### config.mk
export PLATFORM = sky130hd
export DESIGN_NAME = gls_ctrl
export DESIGN_NICKNAME = d
export VERILOG_FILES = /design/src/rtl/core/gls_pkg.sv /design/src/rtl/core/gls_ctrl.sv
export SDC_FILE = /design/constraint.sdc
export NUM_CORES = 1
export LEC_CHECK = 0
export ABC_AREA = 1
export BUFFER_PORTS_ARGS = -buffer_cell sky130_fd_sc_hd__buf_2
export CORE_MARGIN = 2
export CORE_UTILIZATION = 45
export CTS_BUF_LIST = sky130_fd_sc_hd__clkbuf_2 sky130_fd_sc_hd__clkbuf_4 sky130_fd_sc_hd__clkbuf_8
export CTS_CLUSTER_DIAMETER = 120
export CTS_CLUSTER_SIZE = 14
export DETAILED_ROUTE_END_ITERATION = 10
export PLACE_DENSITY = 0.76
export RECOVER_POWER = 25
export SETUP_SLACK_MARGIN = 0.3
export SLEW_MARGIN = 0
export SYNTH_ARGS = -nofsm -noshare
export SYNTH_HDL_FRONTEND = slang
export SYNTH_SLANG_ARGS = --single-unit
### constraint.sdc
create_clock -name clk -period 1.35 [get_ports clk]
set_input_delay 0.0675 -clock clk [delete_from_list [all_inputs] [get_ports clk]]
set_output_delay 0.0675 -clock clk [all_outputs]
set_load 0.02 [all_outputs]
### src/rtl/core/gls_pkg.sv
// Shared types and constants for the grid line-of-sight block.
// No dependencies; used by the controller, the datapath, the top level and the checker.
package gls_pkg;

  // Field widths of the stream payloads.
  localparam int AXIS_W     = 8;   // one grid coordinate as it arrives
  localparam int COORD_W    = 10;  // signed probe coordinate, covers -1 .. 256
  localparam int ERR_W      = 9;   // error accumulator, stays below twice the major delta
  localparam int IN_DATA_W  = 56;
  localparam int OUT_DATA_W = 8;
  localparam int CFG_IDX_W  = 1;

  // Item kinds carried in in_tuser.
  localparam logic CMD_WRITE = 1'b0;
  localparam logic CMD_QUERY = 1'b1;

  // Configuration register indexes.
  localparam logic [CFG_IDX_W-1:0] REG_CUT_CORNERS   = 1'b0;
  localparam logic [CFG_IDX_W-1:0] REG_ALLOW_SQUEEZE = 1'b1;

  // Which neighbor cell the datapath reads for the current test.
  typedef logic [2:0] probe_t;
  localparam probe_t PRB_STEP   = 3'd0;  // major+offset, minor+offset
  localparam probe_t PRB_SIDE0  = 3'd1;  // major+offset, minor
  localparam probe_t PRB_SIDE1  = 3'd2;  // major+offset, minor-1
  localparam probe_t PRB_DIAG   = 3'd3;  // one step along both axes
  localparam probe_t PRB_DIAG_B = 3'd4;  // one step along the minor axis only
  localparam probe_t PRB_DIAG_A = 3'd5;  // one step along the major axis only

  // Commands from the controller to the datapath.
  typedef struct packed {
    logic   load;        // capture a query's end points
    logic   acc_err;     // add the minor delta to the error term
    logic   take_carry;  // step the minor axis and take the major delta off
    logic   advance;     // step the major axis
    logic   rd_en;       // read the probe cell
    probe_t probe;
    logic   wr_cell;     // write the cell of the accepted write item
    logic   clr_step;    // clear one grid cell and step the sweep counter
  } dp_cmd_t;

  // Status from the datapath to the controller.
  typedef struct packed {
    logic hit;         // last probe cell is blocked or off the grid
    logic done;        // major coordinate has reached the end point
    logic carry;       // error term reached the major delta
    logic err_zero;
    logic minor_zero;  // the line is parallel to the major axis
    logic diag;        // both deltas are equal
    logic clr_last;    // clearing sweep is at its last cell
  } dp_sts_t;

endpackage

### src/rtl/core/gls_ctrl.sv
// Controller of the line-of-sight block: sequencer for clearing, writes and the
// line walk, the configuration registers and the result register. Uses gls_pkg.
module gls_ctrl (
  input  logic                                clk,
  input  logic                                rst_n,
  input  logic                                in_valid,
  input  logic                                in_cmd,
  output logic                                in_ready,
  output logic                                out_valid,
  output logic                                out_clear,
  input  logic                                out_ready,
  input  logic                                cfg_we,
  input  logic [gls_pkg::CFG_IDX_W-1:0]       cfg_idx,
  input  logic                                cfg_wdata,
  output gls_pkg::dp_cmd_t                    cmd,
  input  gls_pkg::dp_sts_t                    sts
);

  localparam logic [3:0] ST_IDLE   = 4'd0;
  localparam logic [3:0] ST_CLEAR  = 4'd1;
  localparam logic [3:0] ST_DECIDE = 4'd2;
  localparam logic [3:0] ST_LOOP   = 4'd3;
  localparam logic [3:0] ST_CARRY  = 4'd4;
  localparam logic [3:0] ST_CHK1   = 4'd5;
  localparam logic [3:0] ST_MID    = 4'd6;
  localparam logic [3:0] ST_CHK2   = 4'd7;
  localparam logic [3:0] ST_SIDE   = 4'd8;
  localparam logic [3:0] ST_CHK3   = 4'd9;
  localparam logic [3:0] ST_CHK4   = 4'd10;
  localparam logic [3:0] ST_DCHK1  = 4'd11;
  localparam logic [3:0] ST_DCHK2  = 4'd12;
  localparam logic [3:0] ST_DCHK3  = 4'd13;
  localparam logic [3:0] ST_FIN    = 4'd14;

  logic [3:0] state_r, state_nxt;
  logic       res_r, res_nxt;
  logic       out_valid_r, out_valid_nxt;
  logic       out_clear_r, out_clear_nxt;
  logic       cut_r, cut_nxt;
  logic       squeeze_r, squeeze_nxt;
  logic       in_fire, mid_test;

  assign in_ready  = state_r == ST_IDLE;
  assign in_fire   = in_valid && in_ready;
  assign out_valid = out_valid_r;
  assign out_clear = out_clear_r;

  // The relaxed test probes when the error term is off zero, the strict one on zero.
  assign mid_test = cut_r ? !sts.err_zero : sts.err_zero;

  // Configuration registers.
  always_comb begin
    cut_nxt     = cut_r;
    squeeze_nxt = squeeze_r;
    if (cfg_we) begin
      case (cfg_idx)
        gls_pkg::REG_CUT_CORNERS:   cut_nxt     = cfg_wdata;
        gls_pkg::REG_ALLOW_SQUEEZE: squeeze_nxt = cfg_wdata;
        default: ;
      endcase
    end
  end

  // Sequencer.
  always_comb begin
    state_nxt     = state_r;
    res_nxt       = res_r;
    cmd           = '0;
    out_valid_nxt = out_valid_r && !out_ready;
    out_clear_nxt = out_clear_r;
    case (state_r)
      ST_IDLE: begin
        if (in_fire) begin
          if (in_cmd == gls_pkg::CMD_QUERY) begin
            cmd.load  = 1'b1;
            state_nxt = ST_DECIDE;
          end else begin
            cmd.wr_cell = 1'b1;
          end
        end
      end
      ST_CLEAR: begin
        cmd.clr_step = 1'b1;
        if (sts.clr_last) begin
          state_nxt = ST_IDLE;
        end
      end
      ST_DECIDE: begin
        if (cut_r && sts.diag) begin
          if (squeeze_r) begin
            cmd.rd_en = 1'b1;
            cmd.probe = gls_pkg::PRB_DIAG;
            state_nxt = ST_DCHK1;
          end else begin
            res_nxt   = 1'b1;
            state_nxt = ST_FIN;
          end
        end else begin
          state_nxt = ST_LOOP;
        end
      end
      ST_LOOP: begin
        if (sts.done) begin
          res_nxt   = 1'b1;
          state_nxt = ST_FIN;
        end else begin
          cmd.acc_err = 1'b1;
          state_nxt   = ST_CARRY;
        end
      end
      ST_CARRY: begin
        if (sts.carry) begin
          cmd.rd_en = 1'b1;
          cmd.probe = gls_pkg::PRB_STEP;
          state_nxt = ST_CHK1;
        end else begin
          state_nxt = ST_MID;
        end
      end
      ST_CHK1: begin
        if (sts.hit) begin
          res_nxt   = 1'b0;
          state_nxt = ST_FIN;
        end else begin
          cmd.take_carry = 1'b1;
          state_nxt      = ST_MID;
        end
      end
      ST_MID: begin
        if (mid_test) begin
          cmd.rd_en = 1'b1;
          cmd.probe = gls_pkg::PRB_STEP;
          state_nxt = ST_CHK2;
        end else begin
          state_nxt = ST_SIDE;
        end
      end
      ST_CHK2: begin
        if (sts.hit) begin
          res_nxt   = 1'b0;
          state_nxt = ST_FIN;
        end else begin
          state_nxt = ST_SIDE;
        end
      end
      ST_SIDE: begin
        if (sts.minor_zero) begin
          cmd.rd_en = 1'b1;
          cmd.probe = gls_pkg::PRB_SIDE0;
          state_nxt = ST_CHK3;
        end else begin
          cmd.advance = 1'b1;
          state_nxt   = ST_LOOP;
        end
      end
      ST_CHK3: begin
        // An axis-parallel line is blocked only when both side cells are.
        if (sts.hit) begin
          cmd.rd_en = 1'b1;
          cmd.probe = gls_pkg::PRB_SIDE1;
          state_nxt = ST_CHK4;
        end else begin
          cmd.advance = 1'b1;
          state_nxt   = ST_LOOP;
        end
      end
      ST_CHK4: begin
        if (sts.hit) begin
          res_nxt   = 1'b0;
          state_nxt = ST_FIN;
        end else begin
          cmd.advance = 1'b1;
          state_nxt   = ST_LOOP;
        end
      end
      ST_DCHK1: begin
        if (sts.hit) begin
          res_nxt   = 1'b0;
          state_nxt = ST_FIN;
        end else begin
          cmd.rd_en = 1'b1;
          cmd.probe = gls_pkg::PRB_DIAG_B;
          state_nxt = ST_DCHK2;
        end
      end
      ST_DCHK2: begin
        // The diagonal squeezes through unless both flanking cells are blocked.
        if (sts.hit) begin
          cmd.rd_en = 1'b1;
          cmd.probe = gls_pkg::PRB_DIAG_A;
          state_nxt = ST_DCHK3;
        end else begin
          res_nxt   = 1'b1;
          state_nxt = ST_FIN;
        end
      end
      ST_DCHK3: begin
        res_nxt   = !sts.hit;
        state_nxt = ST_FIN;
      end
      ST_FIN: begin
        if (!out_valid_r || out_ready) begin
          out_valid_nxt = 1'b1;
          out_clear_nxt = res_r;
          state_nxt     = ST_IDLE;
        end
      end
      default: begin
        state_nxt = ST_IDLE;
      end
    endcase
  end

  always_ff @(posedge clk) begin
    if (!rst_n) begin
      state_r     <= ST_CLEAR;
      out_valid_r <= 1'b0;
      cut_r       <= 1'b1;
      squeeze_r   <= 1'b1;
    end else begin
      state_r     <= state_nxt;
      out_valid_r <= out_valid_nxt;
      cut_r       <= cut_nxt;
      squeeze_r   <= squeeze_nxt;
    end
  end

  always_ff @(posedge clk) begin
    res_r       <= res_nxt;
    out_clear_r <= out_clear_nxt;
  end

endmodule

==> flow_summary.html <==
<table>
<tr><th>Metric</th><th>Value</th></tr>
<tr><th colspan="2">Worst setup path</th></tr>
<tr><td>Data arrival time at the worst-slack endpoint</td><td>1.52 ns</td></tr>
<tr><td>Reg2Reg Depth</td><td>6</td></tr>
<tr><td>Critical Path Sink Type</td><td>primary output</td></tr>
<tr><td>Worst Path Max Fanout</td><td>5</td></tr>
<tr><td>Buffers &amp; Inverters on Critical Path</td><td>2</td></tr>
<tr><td>Kind of launch point of the worst setup path</td><td>flip-flop</td></tr>
<tr><td>R2R setup slack</td><td>-0.17 ns</td></tr>
<tr><td>Worst path required time</td><td>about 1.3 ns</td></tr>
<tr><td>Peak per-stage delay on the critical path</td><td>0.41 ns</td></tr>
<tr><td>Startpoint of the most critical register-to-register path</td><td>state_r[2]</td></tr>
<tr><td>Critical path cell sequence</td><td>inv_2, nor2_2, nand3_1, nand4_1, buf_4</td></tr>
<tr><td>Worst path top cell family by delay</td><td>simple AND/OR/NAND/NOR gates</td></tr>
<tr><td>Worst-path cell with the longest stage delay</td><td>sky130_fd_sc_hd__dfxtp_4</td></tr>
<tr><td>Worst Setup Path Type</td><td>flip-flop to primary output</td></tr>
<tr><td>End of the worst register-to-register path</td><td>res_r</td></tr>
<tr><th colspan="2">Worst hold path</th></tr>
<tr><td>Origin of the worst min-delay path</td><td>rst_n</td></tr>
<tr><td>Class of the tightest hold or removal check</td><td>input pin to flip-flop</td></tr>
<tr><td>Capture endpoint of the worst hold path</td><td>cut_r</td></tr>
<tr><td>WHS Path Cells</td><td>2</td></tr>
<tr><th colspan="2">Place</th></tr>
<tr><td>Detailed-placement wirelength estimate</td><td>roughly 1900 um</td></tr>
<tr><td>Dpl ws</td><td>-0.0296 ns</td></tr>
<tr><td>Number of placed instances, taps included</td><td>186</td></tr>
<tr><td>Gp weighted congestion</td><td>approximately 1.1</td></tr>
<tr><td>Port bufs</td><td>27</td></tr>
<tr><th colspan="2">Die</th></tr>
<tr><td>Initial Utilization</td><td>49.7%</td></tr>
<tr><td>Placeable core area</td><td>between 0.0015 and 0.002 mm2</td></tr>
<tr><td>X dimension of the die</td><td>between 40 and 50 um</td></tr>
<tr><td>Die Ht</td><td>45.5 um</td></tr>
<tr><td>Die Footprint</td><td>0.00207 mm2</td></tr>
<tr><td>I/O pin count</td><td>28</td></tr>
<tr><td>Std-Cell Rows</td><td>14</td></tr>
<tr><th colspan="2">Logic synthesis</th></tr>
<tr><td>Most instantiated flip-flop cell in the synthesis netlist</td><td>sky130_fd_sc_hd__dfxtp_1</td></tr>
<tr><td>Synthesized Nets</td><td>156</td></tr>
<tr><td>Top post-synthesis cells by area</td><td>sky130_fd_sc_hd__dfxtp_1 (18%), sky130_fd_sc_hd__nand2_1 (17%), sky130_fd_sc_hd__nor2_1 (11%), sky130_fd_sc_hd__nand3_1 (10%), sky130_fd_sc_hd__inv_1 (10%)</td></tr>
<tr><td>Commonest cells in the netlist</td><td>sky130_fd_sc_hd__nand2_1 (36), sky130_fd_sc_hd__nor2_1 (23), sky130_fd_sc_hd__inv_1 (21), sky130_fd_sc_hd__nand3_1 (16), sky130_fd_sc_hd__o21ai_0 (8)</td></tr>
<tr><td>Post-Synthesis Cell Area</td><td>774 um2</td></tr>
<tr><td>Number of distinct standard cells referenced by the synthesized netlist</td><td>20</td></tr>
<tr><td>Number of cells produced by synthesis</td><td>roughly 140</td></tr>
<tr><td>Post-synthesis sequential element count</td><td>9</td></tr>
<tr><td>Yosys top cell by area</td><td>sky130_fd_sc_hd__dfxtp_1</td></tr>
<tr><td>Cell with the most instances after synthesis</td><td>sky130_fd_sc_hd__nand2_1</td></tr>
<tr><td>Mean area per synthesized cell</td><td>5.49 um2</td></tr>
<tr><td>Share of the synthesized area in the top cell type</td><td>between 10% and 20%</td></tr>
<tr><td>Proportion of synthesized chip area in sequential cells</td><td>about 26%</td></tr>
<tr><td>Fraction of registers with async set or reset after synthesis</td><td>0%</td></tr>
<tr><td>Count of flip-flops with a built-in enable after synthesis</td><td>2</td></tr>
<tr><td>Synth warn</td><td>0</td></tr>
<tr><th colspan="2">Clock tree</th></tr>
<tr><td>Hold Buf Count CTS</td><td>0</td></tr>
<tr><td>CTS tree</td><td>done</td></tr>
<tr><td>Deepest clock path buffer count</td><td>2</td></tr>
<tr><td>H-tree levels</td><td>1</td></tr>
<tr><td>Number of buffers added by the clock tree synthesis step</td><td>3</td></tr>
<tr><td>Clock root buffer master</td><td>sky130_fd_sc_hd__clkbuf_4</td></tr>
<tr><td># clock sinks</td><td>9</td></tr>
<tr><td>Clock slew at reported path FFs</td><td>0.07 ns</td></tr>
<tr><td>Source-to-sink clock delay at the later pin of the worst-skew pair</td><td>around 0.27 ns</td></tr>
<tr><th colspan="2">Detailed routing</th></tr>
<tr><td>Detailed-route wire length per cell</td><td>approximately 17 um</td></tr>
<tr><td>Final WL</td><td>about 3500 um</td></tr>
<tr><td>Via density</td><td>between 6 and 7</td></tr>
<tr><td>Vias after detailed routing</td><td>roughly 1300</td></tr>
<tr><td>Number of DRC violations after detailed-routing iteration 0</td><td>84</td></tr>
<tr><td>Number of detailed-route iterations in the first pass</td><td>5</td></tr>
<tr><td>DRT antenna net count</td><td>0</td></tr>
<tr><td>Post-detailed-route DRC marker count</td><td>0</td></tr>
<tr><th colspan="2">GRT</th></tr>
<tr><td>Global-route wire length before repair</td><td>~4900 um</td></tr>
<tr><td>Initial antenna violation count</td><td>0</td></tr>
<tr><td>Maximum number of pins on one net before global-route repair</td><td>9</td></tr>
<tr><td>Total congestion overflow</td><td>0</td></tr>
<tr><td>Total GRT Usage</td><td>32.6%</td></tr>
<tr><td>Via count of the first global-routing pass</td><td>1076</td></tr>
<tr><th colspan="2">Finish</th></tr>
<tr><td>Fill cells</td><td>74</td></tr>
<tr><td>Filler-free cell count of the finished design</td><td>207</td></tr>
<tr><td>Antenna diodes</td><td>0</td></tr>
<tr><td>Post-layout net count</td><td>207</td></tr>
<tr><td>Sequential cell area</td><td>approximately 220 um2</td></tr>
<tr><td>Layout overhead on the synthesized area</td><td>80.9%</td></tr>
<tr><td>Ratio of cells with drive above 1 in the final layout</td><td>between 50% and 60%</td></tr>
<tr><td>Area of combinational cells with multiple inputs</td><td>661 um2</td></tr>
<tr><th colspan="2">Power and ir drop</th></tr>
<tr><td>Total design power</td><td>2.90 mW</td></tr>
<tr><td>Reported leakage power</td><td>0.750 nW</td></tr>
<tr><td>Max rail drop VDD</td><td>between 1.5 and 2 mV</td></tr>
<tr><td>Pwr dens</td><td>about 2100 mW/mm2</td></tr>
<tr><th colspan="2">STA</th></tr>
<tr><td>Final cycle utilization of the critical path</td><td>118%</td></tr>
<tr><td>Final critical delay including setup and external delays</td><td>between 1.5 and 2 ns</td></tr>
<tr><td>Highest attainable clock frequency</td><td>between 600 and 700 MHz</td></tr>
<tr><td>Worst setup slack after layout</td><td>-0.240 ns</td></tr>
<tr><td>Endpoints failing hold</td><td>0</td></tr>
<tr><td>Post-Route Skew</td><td>approximately 0.012 ns</td></tr>
<tr><td>Worst slew margin relative to its limit</td><td>78.7%</td></tr>
<tr><td>Final setup vio count</td><td>14</td></tr>
<tr><td>Fin. max-slew vios</td><td>0</td></tr>
<tr><td>Actual slew at the worst max-slew pin</td><td>0.319 ns</td></tr>
<tr><td>Unrepaired setup endpoints after global routing</td><td>true</td></tr>
<tr><th colspan="2">Run status</th></tr>
<tr><td>Failing checks</td><td>negative setup slack</td></tr>
<tr><td>Run status</td><td>finished with violations</td></tr>
<tr><th colspan="2">Flow run</th></tr>
<tr><td>Max-cap violations</td><td>0</td></tr>
</table>
==> registers in the layout (all words and copies together) (netlist names) <==
register	flops
cut_r	1
res_r	1
squeeze_r	1
out_valid	1
state_r	4
out_clear	1
==> metal layers <==
layer	GRT usage [%]	vias up	routed length, um
li1	-	557	-
met1	41.5	556	1280
met2	53.5	113	1630
met3	7.14	29	402
met4	11.8	0	159
met5	0	-	0
==> layout make-up <==
type	instances	share of cell area, %
inverters	25	6.88
multi-input cells	106	47.1
well taps	16	1.43
flip-flops and latches	9	15.4
clock buffers	4	2.14
repair buffers	47	27.1
==> report_power, final <==
part	total [mW]	switching, mW	leakage [nW]	internal [mW]
sequential	0.546	0.163	0.0761	0.383
combinational	2.12	1.19	0.655	0.934
clock	0.234	0.100	0.0184	0.134
==> metrics by stage <==
step	util, %	hold WS, ns	TNS [ns]	instance area, um2
after floorplan	-	0.152	0	832
after global placement	64.5	0.312	-0.0292	1010
after detailed placement	64.5	0.307	-0.0296	1010
after CTS	80.4	0.0421	-0.581	1250
after global routing	89.9	0.0381	-2.23	1400
final	89.9	0.0388	-1.61	1400
==> cells by family after synthesis <==
group,count (synthesis),synth area share [%]
and+or+nand+nor,88,49.3
buffers and inverters,26,12.6
AOI/OAI and AO/OA,18,12.3
DFF,9,25.8
==> layout by cell type, fill, tap and decap left out <==
cell	Yosys	layout
sky130_fd_sc_hd__a21oi_1	4	2
sky130_fd_sc_hd__a21oi_2	0	2
sky130_fd_sc_hd__a31oi_1	2	1
sky130_fd_sc_hd__a31oi_2	0	1
sky130_fd_sc_hd__buf_12	0	1
sky130_fd_sc_hd__buf_2	0	17
sky130_fd_sc_hd__buf_4	0	14
sky130_fd_sc_hd__buf_6	0	15
sky130_fd_sc_hd__clkbuf_4	0	4
sky130_fd_sc_hd__dfxtp_1	7	3
sky130_fd_sc_hd__dfxtp_4	0	4
sky130_fd_sc_hd__edfxtp_1	2	2
sky130_fd_sc_hd__inv_1	21	14
sky130_fd_sc_hd__inv_2	3	10
sky130_fd_sc_hd__inv_4	0	1
sky130_fd_sc_hd__nand2_1	36	23
sky130_fd_sc_hd__nand2_2	0	9
sky130_fd_sc_hd__nand2_4	0	3
sky130_fd_sc_hd__nand2_8	0	1
sky130_fd_sc_hd__nand3_1	16	12
sky130_fd_sc_hd__nand3_2	0	4
sky130_fd_sc_hd__nand3b_1	1	1
sky130_fd_sc_hd__nand4_1	3	3
sky130_fd_sc_hd__nor2_1	23	16
sky130_fd_sc_hd__nor2_2	4	7
sky130_fd_sc_hd__nor2_4	0	4
sky130_fd_sc_hd__nor3_1	3	2
sky130_fd_sc_hd__nor3_4	0	1
sky130_fd_sc_hd__nor3b_4	0	1
sky130_fd_sc_hd__o21ai_0	8	4
sky130_fd_sc_hd__o21ai_1	2	1
sky130_fd_sc_hd__o21ai_2	0	4
sky130_fd_sc_hd__o21ai_4	0	1
sky130_fd_sc_hd__o22ai_1	2	2
sky130_fd_sc_hd__or2_4	0	1
==> repair_timing <==
action / 4_1_cts / 5_1_grt
buffers inserted: 12 / 5
cloned: 0 / 0
resized for setup: 36 / 36
pin swaps: 11 / 10
endpoints found under the setup margin: 18 / 18
==> how the worst max path moves through the flow <==
stage,from,end,slack (ns),cells after the start
after floorplan,state_r[0],res_r,0.11,8
after global placement,state_r[2],res_r,-0.03,7
after detailed placement,state_r[2],res_r,-0.03,7
after CTS,state_r[2],cmd[5],-0.13,8
after global routing,state_r[0],cmd[5],-0.29,8
final,state_r[3],cmd[5],-0.24,5
No activity file was read; power rests on OpenSTA's default activity.
